$ cat src/rtl/hcc_pkg.sv
`timescale 1ns / 1ps
// hcc_pkg: constants, state and command types for the hash combiner
// no dependencies; imported by hcc_ctrl, hcc_dp and the top level
package hcc_pkg;

	localparam logic [31:0] PRIME2 = 32'd2246822519;
	localparam logic [31:0] PRIME3 = 32'd3266489917;
	localparam logic [31:0] PRIME4 = 32'd668265263;
	localparam logic [31:0] PRIME5 = 32'd374761393;

	localparam int ROUND_ROT = 17;
	localparam int AVAL_SH1  = 15;
	localparam int AVAL_SH2  = 13;
	localparam int AVAL_SH3  = 16;

	typedef enum logic [2:0] {
		ST_IDLE,
		ST_MUL_WORD,
		ST_MUL_ACC,
		ST_FIN1,
		ST_FIN2,
		ST_EMIT
	} hcc_state_t;

	typedef enum logic [2:0] {
		OP_NONE,
		OP_LOAD,
		OP_MUL_WORD,
		OP_MUL_ACC,
		OP_FIN1,
		OP_FIN2,
		OP_EMIT
	} hcc_op_t;

	typedef struct packed {
		hcc_op_t op;
		logic    first;
	} hcc_cmd_t;

	typedef struct packed {
		logic out_free;
	} hcc_sts_t;

endpackage

$ cat src/rtl/hcc_if.sv
`timescale 1ns / 1ps
// hcc_in_if / hcc_out_if: valid-ready channels of the hash combiner
// no dependencies
interface hcc_in_if;
	logic        valid;
	logic        ready;
	logic [31:0] word;
	logic [7:0]  total_words;
	logic        last_word;

	modport source (output valid, output word, output total_words, output last_word,
		input ready);
	modport sink (input valid, input word, input total_words, input last_word,
		output ready);
endinterface

interface hcc_out_if;
	logic        valid;
	logic        ready;
	logic [31:0] hash_value;

	modport source (output valid, output hash_value, input ready);
	modport sink (input valid, input hash_value, output ready);
endinterface

$ cat src/rtl/hcc_ctrl.sv
`timescale 1ns / 1ps
// hcc_ctrl: sequencer for the hash combiner, one datapath step per state
// depends on hcc_pkg
module hcc_ctrl (
	input  logic              clk,
	input  logic              arst_n,
	input  logic              in_valid,
	input  logic              in_last,
	output logic              in_ready,
	input  hcc_pkg::hcc_sts_t sts,
	output hcc_pkg::hcc_cmd_t cmd
);
	import hcc_pkg::*;

	hcc_state_t state_q, state_nxt;
	logic       in_msg_q;
	logic       last_q;
	logic       accept;

	assign accept = in_valid && in_ready;

	always_ff @(posedge clk or negedge arst_n) begin
		if (!arst_n) begin
			state_q  <= ST_IDLE;
			in_msg_q <= 1'b0;
			last_q   <= 1'b0;
		end else begin
			state_q <= state_nxt;
			if (accept) begin
				last_q   <= in_last;
				in_msg_q <= !in_last;
			end
		end
	end

	always_comb begin
		state_nxt = state_q;
		cmd.op    = OP_NONE;
		cmd.first = !in_msg_q;
		in_ready  = 1'b0;
		case (state_q)
			ST_IDLE: begin
				in_ready = 1'b1;
				if (in_valid) begin
					cmd.op    = OP_LOAD;
					state_nxt = ST_MUL_WORD;
				end
			end
			ST_MUL_WORD: begin
				cmd.op    = OP_MUL_WORD;
				state_nxt = ST_MUL_ACC;
			end
			ST_MUL_ACC: begin
				cmd.op    = OP_MUL_ACC;
				state_nxt = last_q ? ST_FIN1 : ST_IDLE;
			end
			ST_FIN1: begin
				cmd.op    = OP_FIN1;
				state_nxt = ST_FIN2;
			end
			ST_FIN2: begin
				cmd.op    = OP_FIN2;
				state_nxt = ST_EMIT;
			end
			ST_EMIT: begin
				if (sts.out_free) begin
					cmd.op    = OP_EMIT;
					state_nxt = ST_IDLE;
				end
			end
			default: begin
				state_nxt = ST_IDLE;
			end
		endcase
	end

endmodule

$ cat src/rtl/hcc_dp.sv
`timescale 1ns / 1ps
// hcc_dp: seed, accumulator, shared multiplier and output register
// depends on hcc_pkg
module hcc_dp (
	input  logic              clk,
	input  logic              arst_n,
	input  logic              cfg_we,
	input  logic [31:0]       cfg_wdata,
	input  logic [31:0]       in_word,
	input  logic [7:0]        in_count,
	input  hcc_pkg::hcc_cmd_t cmd,
	output hcc_pkg::hcc_sts_t sts,
	output logic              out_valid,
	input  logic              out_ready,
	output logic [31:0]       out_hash
);
	import hcc_pkg::*;

	logic [31:0] seed_q;
	logic [31:0] acc_q;
	logic [31:0] word_q;
	logic [31:0] mul_q;
	logic [31:0] hash_q;
	logic        out_valid_q;

	logic [31:0] sum;
	logic [31:0] mul_a;
	logic [31:0] mul_b;
	logic [31:0] prod;
	logic [31:0] start_val;

	assign sum       = acc_q + mul_q;
	assign start_val = seed_q + PRIME5 + {22'd0, in_count, 2'b00};

	always_comb begin
		case (cmd.op)
			OP_MUL_ACC: begin
				mul_a = (sum << ROUND_ROT) | (sum >> (32 - ROUND_ROT));
				mul_b = PRIME4;
			end
			OP_FIN1: begin
				mul_a = acc_q ^ (acc_q >> AVAL_SH1);
				mul_b = PRIME2;
			end
			OP_FIN2: begin
				mul_a = mul_q ^ (mul_q >> AVAL_SH2);
				mul_b = PRIME3;
			end
			default: begin
				mul_a = word_q;
				mul_b = PRIME3;
			end
		endcase
	end

	assign prod = mul_a * mul_b;

	always_ff @(posedge clk or negedge arst_n) begin
		if (!arst_n) begin
			seed_q      <= 32'd0;
			acc_q       <= 32'd0;
			out_valid_q <= 1'b0;
		end else begin
			if (cfg_we) begin
				seed_q <= cfg_wdata;
			end
			if (cmd.op == OP_LOAD && cmd.first) begin
				acc_q <= start_val;
			end else if (cmd.op == OP_MUL_ACC) begin
				acc_q <= prod;
			end
			if (cmd.op == OP_EMIT) begin
				out_valid_q <= 1'b1;
			end else if (out_ready) begin
				out_valid_q <= 1'b0;
			end
		end
	end

	always_ff @(posedge clk) begin
		if (cmd.op == OP_LOAD) begin
			word_q <= in_word;
		end
		if (cmd.op == OP_MUL_WORD || cmd.op == OP_FIN1 || cmd.op == OP_FIN2) begin
			mul_q <= prod;
		end
		if (cmd.op == OP_EMIT) begin
			hash_q <= mul_q ^ (mul_q >> AVAL_SH3);
		end
	end

	assign sts.out_free = !out_valid_q || out_ready;
	assign out_valid    = out_valid_q;
	assign out_hash     = hash_q;

endmodule

$ cat src/rtl/hash_code_combine.sv
`timescale 1ns / 1ps
// hash_code_combine: top level of the 32-bit word hash combiner
// depends on hcc_pkg, hcc_if, hcc_ctrl and hcc_dp
//
// folds a message of 32-bit words into one xxhash32-style hash. the first
// beat of a message starts the accumulator at seed + prime5 + 4 * total_words
// (total_words is only looked at on that beat), every beat then runs one
// round: multiply by prime3, add, rotate left 17, multiply by prime4. the beat
// with last_word set also runs the avalanche finaliser and one hash_value beat
// leaves on the output channel; other beats give nothing. a word that is not
// last goes through load, word multiply and accumulator multiply before the
// next ready; a last word then also runs two finaliser multiplies and the
// load of the output register, which waits while that register is still
// held by an earlier hash. all multiplies share one 32x32 unit, so the block
// takes no new word before the last one is through. the output register lets
// a new message start while a finished hash still waits to be taken. the seed
// is written by cfg_we/cfg_wdata, resets to 0 and is sampled on each first
// beat, so a write during a message only affects the next one.
module hash_code_combine (
	input  logic        clk,
	input  logic        arst_n,
	input  logic        cfg_we,
	input  logic [31:0] cfg_wdata,
	hcc_in_if.sink      in_ch,
	hcc_out_if.source   out_ch
);
	import hcc_pkg::*;

	hcc_cmd_t cmd;
	hcc_sts_t sts;
	logic     in_ready;
	logic     out_valid;
	logic [31:0] out_hash;

	// sequencer: owns the message flag and the step order
	hcc_ctrl u_ctrl (
		.clk      (clk),
		.arst_n   (arst_n),
		.in_valid (in_ch.valid),
		.in_last  (in_ch.last_word),
		.in_ready (in_ready),
		.sts      (sts),
		.cmd      (cmd)
	);

	// datapath: seed register, accumulator, shared multiplier, output register
	hcc_dp u_dp (
		.clk       (clk),
		.arst_n    (arst_n),
		.cfg_we    (cfg_we),
		.cfg_wdata (cfg_wdata),
		.in_word   (in_ch.word),
		.in_count  (in_ch.total_words),
		.cmd       (cmd),
		.sts       (sts),
		.out_valid (out_valid),
		.out_ready (out_ch.ready),
		.out_hash  (out_hash)
	);

	assign in_ch.ready       = in_ready;
	assign out_ch.valid      = out_valid;
	assign out_ch.hash_value = out_hash;

endmodule

$ cat src/flat_wrapper.sv
// flat-port wrapper written by rule: the top's interface ports become plain ports
module hash_code_combine_flat import hcc_pkg::*;
  (clk, arst_n, cfg_we, cfg_wdata, in_ch_valid, in_ch_word, in_ch_total_words, in_ch_last_word, in_ch_ready, out_ch_valid, out_ch_hash_value, out_ch_ready);
  hcc_in_if in_ch_i ();
  hcc_out_if out_ch_i ();
  input  logic clk;
  input  logic arst_n;
  input  logic cfg_we;
  input  logic [31:0] cfg_wdata;
  input wire logic [$bits(in_ch_i.valid)-1:0] in_ch_valid;
  input wire logic [$bits(in_ch_i.word)-1:0] in_ch_word;
  input wire logic [$bits(in_ch_i.total_words)-1:0] in_ch_total_words;
  input wire logic [$bits(in_ch_i.last_word)-1:0] in_ch_last_word;
  output wire logic [$bits(in_ch_i.ready)-1:0] in_ch_ready;
  output wire logic [$bits(out_ch_i.valid)-1:0] out_ch_valid;
  output wire logic [$bits(out_ch_i.hash_value)-1:0] out_ch_hash_value;
  input wire logic [$bits(out_ch_i.ready)-1:0] out_ch_ready;
  assign in_ch_i.valid = in_ch_valid;
  assign in_ch_i.word = in_ch_word;
  assign in_ch_i.total_words = in_ch_total_words;
  assign in_ch_i.last_word = in_ch_last_word;
  assign in_ch_ready = in_ch_i.ready;
  assign out_ch_valid = out_ch_i.valid;
  assign out_ch_hash_value = out_ch_i.hash_value;
  assign out_ch_i.ready = out_ch_ready;
  hash_code_combine u_core (.clk(clk), .arst_n(arst_n), .cfg_we(cfg_we), .cfg_wdata(cfg_wdata), .in_ch(in_ch_i), .out_ch(out_ch_i));
endmodule
$ cat config.mk
export PLATFORM = sky130hd
export DESIGN_NAME = hash_code_combine_flat
export DESIGN_NICKNAME = d
export VERILOG_FILES = /design/src/rtl/hcc_pkg.sv /design/src/rtl/hcc_if.sv /design/src/rtl/hcc_ctrl.sv /design/src/rtl/hcc_dp.sv /design/src/rtl/hash_code_combine.sv /design/src/flat_wrapper.sv
export SDC_FILE = /design/constraint.sdc
export NUM_CORES = 1
export LEC_CHECK = 0
export BUFFER_PORTS_ARGS = -buffer_cell sky130_fd_sc_hd__buf_2
export CAP_MARGIN = 20
export CELL_PAD_IN_SITES_DETAIL_PLACEMENT = 1
export CELL_PAD_IN_SITES_GLOBAL_PLACEMENT = 1
export CORE_UTILIZATION = 51
export CTS_CLUSTER_SIZE = 24
export DETAILED_ROUTE_END_ITERATION = 10
export PLACE_DENSITY_LB_ADDON = 0.08
export SYNTH_ARGS = -nofsm -noshare
export SYNTH_HDL_FRONTEND = slang
export SYNTH_SLANG_ARGS = --single-unit
$ cat constraint.sdc
create_clock -name clk -period 14.6 [get_ports clk]
set_input_delay 2.19 -clock clk [delete_from_list [all_inputs] [get_ports clk]]
set_output_delay 2.19 -clock clk [all_outputs]
set_load 0.1 [all_outputs]
Word level (Yosys, flattened, before mapping)
Cells that the tools add are included.

Register bits: 166. Memories: 0. Memory bits (writable): 0. Bits in read-only memories: 0. Output and inout bits: 34. Bits in latches: 0.

Magnitude comparators: 0. Div/mod/pow operators: 0. Equality and inequality tests: 13. Bitwise operators: 4. Shift-type cells: 0. Multiply operators: 1. Reduce and logical (&&, ||, !) cells: 12. Multiplexer cells: 14. $add $sub $neg: 3.

Operators by type and width (number): $pmux 32 s3 (1); $mux 32 (2); $pmux 32 s2 (1); $pmux 3 s6 (2); $add 32x10->32 (1); $add 32x29->32 const B (1); $add 32x32->32 (1); $mul 32x32->32 (1); $or 32x17->32 (1); $xor 32x16->32 (1); $xor 32x17->32 (1); $xor 32x19->32 (1); $eq 3x3->1 const B (5); $eq 3x2->1 const B (4); $mux 3 (3); $eq 3x1->1 const B (2); $mux 1 (4); $reduce_bool 2->1 (2); $logic_not 1->1 (3); $logic_not 3->1 (1); $logic_or 1x1->1 (3); $logic_and 1x1->1 (2); $mux 2 (1); $ne 2x1->1 const B (1); other kinds (2) (2).

Longest topological paths before layout
Word-level depth: 9. Gate-level depth with buffers: 46.

Modules after synthesis
A second synthesis with hierarchy kept.

Cells, all modules: 2325. Area total of the unflattened synthesis: 23055.9 sq um.

By module, submodules not included: hcc_dp (instances 1, area an instance 22741.8 sq um, cells each 2293); hcc_ctrl (instances 1, area an instance 314.1 sq um, cells each 32).

Worst setup path after synthesis
No wires, ideal clock.

Path type: register -> register. From: reg u_core.u_dp.mul_q[6]. To: reg u_core.u_dp.mul_q[31], data pin. Stages on the path, launching flop included: 41. Clock period less this slack: 10.413 ns. Data required time: 14.338 ns. Path buffers: 0. Arrival: 10.151 ns. Setup slack: 4.187 ns. Cells stage by stage: edfxtp_1 > ha_1 > a2111oi_0 > a211oi_1 > o21ai_0 > a311oi_1 > o21ai_0 > a21boi_0 > o21a_1 > o21a_1 > o21ai_0 > nor3b_1 > o22a_1 > inv_1 > nor2_1 > inv_1 > fa_1 > fa_1 > [5 not listed] > fa_1 > inv_1 > fa_1 > inv_1 > fa_1 > inv_1 > ha_1 > nand2_1 > nor2_1 > nand2_1 > nor2_1 > a2111oi_0 > o31a_1 > o21ai_0 > a41o_1 > o221ai_1 > xnor3_1 > xnor2_1.

Longest elaborated chain between the ends: 4. Elaborated cells on any way between the ends: 5.

RTL lines: from (decl) (RTL line hcc_dp.sv:22) `logic [31:0] mul_q;`; from (signal assigned) (RTL line hcc_dp.sv:85) `mul_q <= prod;`; $add 32x32->32 (RTL line hcc_dp.sv:32) `assign sum = acc_q + mul_q;`; $or 32x17->32 (RTL line hcc_dp.sv:38) `mul_a = (sum << ROUND_ROT) | (sum >> (32 - ROUND_ROT));`; $pmux 32 s3 * (RTL line hcc_dp.sv:36) `case (cmd.op)`; $mul 32x32->32 * (RTL line hcc_dp.sv:56) `assign prod = mul_a * mul_b;`; named net u_core.u_dp.prod[31] (RTL line hcc_dp.sv:29) `logic [31:0] prod;`.

Mark *: on every way through the listed nets, which the timed path passes. The rest lies on a longest branch. A chain may end at the register's enable or synchronous reset.

Worst setup path in the final report
From: reg u_core.u_dp.mul_q[6]. To: reg u_core.u_dp.acc_q[31].

Longest elaborated chain between the ends: 6. Elaborated cells on any way between the ends: 7.

RTL lines: $add 32x32->32 (RTL line hcc_dp.sv:32); $or 32x17->32 (RTL line hcc_dp.sv:38); $pmux 32 s3 * (RTL line hcc_dp.sv:36); $mul 32x32->32 * (RTL line hcc_dp.sv:56); $mux 32 * (RTL line hcc_dp.sv:69) `end else if (cmd.op == OP_MUL_ACC) begin`; $mux 32 * (RTL line hcc_dp.sv:67) `if (cmd.op == OP_LOAD && cmd.first) begin`; to (signal assigned) (RTL line hcc_dp.sv:68) `acc_q <= start_val;`; to (signal assigned) (RTL line hcc_dp.sv:70) `acc_q <= prod;`; to (decl) (RTL line hcc_dp.sv:20) `logic [31:0] acc_q;`.

Mark *: on every way between the ends. The rest lies on a longest branch, timed or not. The select of a mux whose other input is x is not followed.

==> impl_summary.log <==
[metrics] number of top-level pins: roughly 110
[metrics] detailed-router iteration count before antenna repair: 5
[metrics] most used flip-flop cell after synthesis: edfxtp_1
[metrics] largest cells by area after synthesis: fa_1 31%, edfxtp_1 12%, ha_1 12%, inv_1 9.2%, dfrtp_1 7.6%
[metrics] Worst Hold Launch: u_core.u_ctrl.last_q
[metrics] GRT met1 Usage: 0.5015
[metrics] critical path fanouts, max: 7
[metrics] top-count cell post-synth: inv_1
[metrics] HPWL reported at the end of detailed placement: around 73000 um
[metrics] final setup violating endpoints: 0
[metrics] Synth top area share: 0.3114
[metrics] Die Wd: about 220 um
[metrics] number of H-tree branching levels: 4
[metrics] adder and majority cell fraction of the synthesized area: 0.4357
[metrics] Reg2Reg Launch Point: u_core.u_dp.mul_q[6]
[metrics] fin area: approximately 25000 um2
[metrics] ratio of cells with drive above 1 in the final layout: 0.08415
[metrics] number of hold-slack violations in the final timing report: 0
[metrics] standard cell core area: 44510 um2
[metrics] unique cell type count in the Yosys netlist: 75
[metrics] number of gates given a new drive strength after cts: 0
[metrics] hold-fix buffers at CTS: 0
[metrics] share of synthesized area occupied by flip-flops and latches: 0.2002
[metrics] largest clock skew in the final design: roughly 0.014 ns
[metrics] CTS tree: built
[metrics] gate count after technology mapping: about 2300
[metrics] fraction of the mapped netlist area in simple logic gates: 0.07746
[metrics] status: completed
[metrics] met3 capacity usage during global routing: 0.06200
[metrics] slowest cell on the critical path: nor3b_1
[metrics] die outline height: approximately 220 um
[metrics] CP Data Required Time: 14.96 ns
[metrics] Via-to-Cell Ratio: a little under 6
[metrics] capture endpoint of the worst hold path: u_core.u_ctrl.last_q
[metrics] setup repair bufs after CTS: 0
[metrics] fin crit share: 0.8423
[metrics] Hold Path Class: reg -> reg
[metrics] GRT met2 Usage: 0.6169
[metrics] routing layer with the top usage in global route: met2
[metrics] total of warnings raised by yosys: 0
[metrics] headroom to the max-slew limit: 0.2304
[metrics] FF+latch count, synth: around 170
[metrics] slew at the pin with the worst max-slew slack: 1.146 ns
[metrics] setup repair after global routing missed its margin: false
[metrics] clock transition at the registers of the reported paths: approximately 0.070 ns
[metrics] CTS Buf Count: 17
[metrics] via count: 17648
[metrics] initial core utilization: 0.5200
[metrics] netlist area before placement: between 20000 and 25000 um2
[metrics] CP endpoint kind: register
[metrics] XOR/XNOR Fraction of Synth Area: 0.06978
[metrics] remaining design rule violation count: 0
[metrics] layout-stage area growth over the synthesis result: 7.946%
[metrics] combined global-route utilization of all metal layers: 0.3810
[metrics] Port Buffers: approximately 110
[metrics] Post-synth ARST share: 0.4217
[metrics] largest net degree at the start of global routing: between 70 and 80
[metrics] instance area after placement: 24400 um2
[metrics] clock latency on the worst-skew pair: between 0.4 and 0.5 ns
[metrics] kind of start point of the critical path: register
[metrics] Highest Clock Rate: about 81 MHz
[metrics] CTS Buffer Depth: 2
[metrics] combinational family with the most area after synthesis: adder cells
[metrics] Hold Crit Depth: 2
[metrics] RePlAce Congestion: roughly 0.99
[metrics] clk sink count: roughly 170
[metrics] worst endpoint data arrival time: about 13 ns
[metrics] Die Outline Area: between 40000 and 50000 um2
[metrics] largest area contributor in the netlist: fa_1
[metrics] crit-path most repeated cell: fa_1
[metrics] Avg WL per Cell: around 28 um
[metrics] Syn Area/Cell: ~9.9 um2
[metrics] minimum setup slack among reg-to-reg paths: 2.30 ns
[metrics] routed wire length: ~85000 um
[metrics] # nets final: about 3100
[metrics] total negative setup slack: 0 ns
[metrics] Routed Antenna Nets: 0
[metrics] most common library cells after synthesis: 567 x inv_1, 360 x fa_1, 230 x ha_1
[metrics] logic depth of the worst register-to-register path: 43
[metrics] share of the synthesized area in compound gates (AO/OA/AOI/OAI): 0.1003
[metrics] final worst path period need: 12.30 ns
[metrics] number of max-slew violations in the final report: 0
[metrics] Initial DRC Count: around 1500
[metrics] # diodes: 0
[metrics] count of flip-flops with a built-in enable after synthesis: 96
[metrics] delay of the slowest critical-path stage: approximately 0.76 ns
[metrics] startpoint-to-endpoint class of the critical path: reg -> reg
[metrics] initial antenna violation count: 0
[metrics] first-pass GRT wire length: between 100000 and 150000 um
[metrics] multiplexer share of the synthesized area: 0.01481
[metrics] number of fill cells: between 5000 and 6000
[metrics] Max-cap violations: 0
[metrics] Reg2Reg Capture Point: u_core.u_dp.acc_q[31]
[metrics] sum of overflow across all layers after global routing: 0
[metrics] Placement Rows: 77
[metrics] vias in the first global route: about 20000
[metrics] Post-Synthesis Net Count: roughly 3000
[metrics] buffer type at the clock tree root: clkbuf_16
per-stage QoR:
step,cells,setup WS (ns),hold WS [ns],util
floorplan,2337,4.187,0.4381,-
global placement,3008,2.994,0.4693,0.5482
detailed placement,3008,2.682,0.4782,0.5482
CTS,3040,2.579,0.4928,0.5614
global route,3040,1.625,0.5287,0.5614
finish,3040,2.302,0.4859,0.5614
flip-flops by register name, indices dropped and copies added (netlist names):
signal	flops
u_core.u_ctrl.in_msg_q	1
u_core.u_ctrl.last_q	1
u_core.u_ctrl.state_q	3
u_core.u_dp.acc_q	32
u_core.u_dp.mul_q	32
u_core.u_dp.out_hash	32
u_core.u_dp.out_valid	1
u_core.u_dp.seed_q	32
u_core.u_dp.word_q	32
critical path, delay by kind of cell, from the launching register on:
family / cells / cell delay (ns)
adders and majority gates: 10 / 4.64
and+or+nand+nor: 7 / 1.58
AOI/OAI and AO/OA: 17 / 4.65
xor gates and xnor gates: 1 / 0.17
DFF: 1 / 0.44
buffers and inverters: 8 / 0.71
cell type report:
type | count | area (um2) | share of cell area
Clock buffer | 21 | 460.4 | 0.01843
Clock inverter | 11 | 126.4 | 0.005058
Inverter | 567 | 2128 | 0.08518
Multi-Input combinational cell | 1550 | 16170 | 0.6473
Sequential cell | 166 | 4634 | 0.1855
Tap cell | 592 | 740.7 | 0.02964
Timing Repair Buffer | 133 | 723.2 | 0.02894
per-layer routing:
metal	part of all wire	up-vias
met5	0	-
met4	0.051	0
met3	0.073	204
met2	0.47	743
met1	0.41	9108
li1	-	7593
cells by family (layout without fill, tap and decap cells):
group / Yosys count / in the layout
DFF: 166 / 166
muxes: 32 / 32
AOI/OAI and AO/OA: 359 / 359
xor gates and xnor gates: 174 / 174
adders and majority gates: 590 / 590
buffers and inverters: 621 / 732
and+or+nand+nor: 395 / 395
cell usage in the layout, fill, tap and decap left out, types with 9 or more instances in the layout:
| cell type | instances |
|---|---|
| and3_1 | 11 |
| a21oi_1 | 104 |
| a211oi_1 | 10 |
| o21ai_0 | 63 |
| a31oi_1 | 16 |
| o21a_1 | 16 |
| o22ai_1 | 21 |
| nand2b_1 | 14 |
| a21o_1 | 34 |
| dfrtp_1 | 70 |
| buf_4 | 23 |
| mux2i_1 | 14 |
| xnor2_1 | 111 |
| o22a_1 | 9 |
| edfxtp_1 | 96 |
| ha_1 | 230 |
| inv_1 | 566 |
| nor3_1 | 16 |
| and2_1 | 23 |
| nand3_1 | 19 |
| clkbuf_16 | 17 |
| buf_2 | 110 |
| fa_1 | 360 |
| o21bai_1 | 14 |
| mux2_2 | 18 |
| nand2_1 | 147 |
| o211ai_1 | 14 |
| xor2_1 | 56 |
| nor2_1 | 124 |
worst max path at each step:
stage,to,startpoint
after floorplan,u_core.u_dp.mul_q[31],u_core.u_dp.mul_q[6]
after global placement,u_core.u_dp.acc_q[31],u_core.u_dp.mul_q[6]
after detailed placement,u_core.u_dp.acc_q[31],u_core.u_dp.mul_q[6]
after CTS,u_core.u_dp.acc_q[31],u_core.u_dp.mul_q[6]
after global routing,u_core.u_dp.acc_q[31],u_core.u_dp.mul_q[1]
final,u_core.u_dp.acc_q[31],u_core.u_dp.mul_q[6]
Power is not shown: default switching activity piles up to over one toggle a cycle in this logic, so the estimate is an artifact.
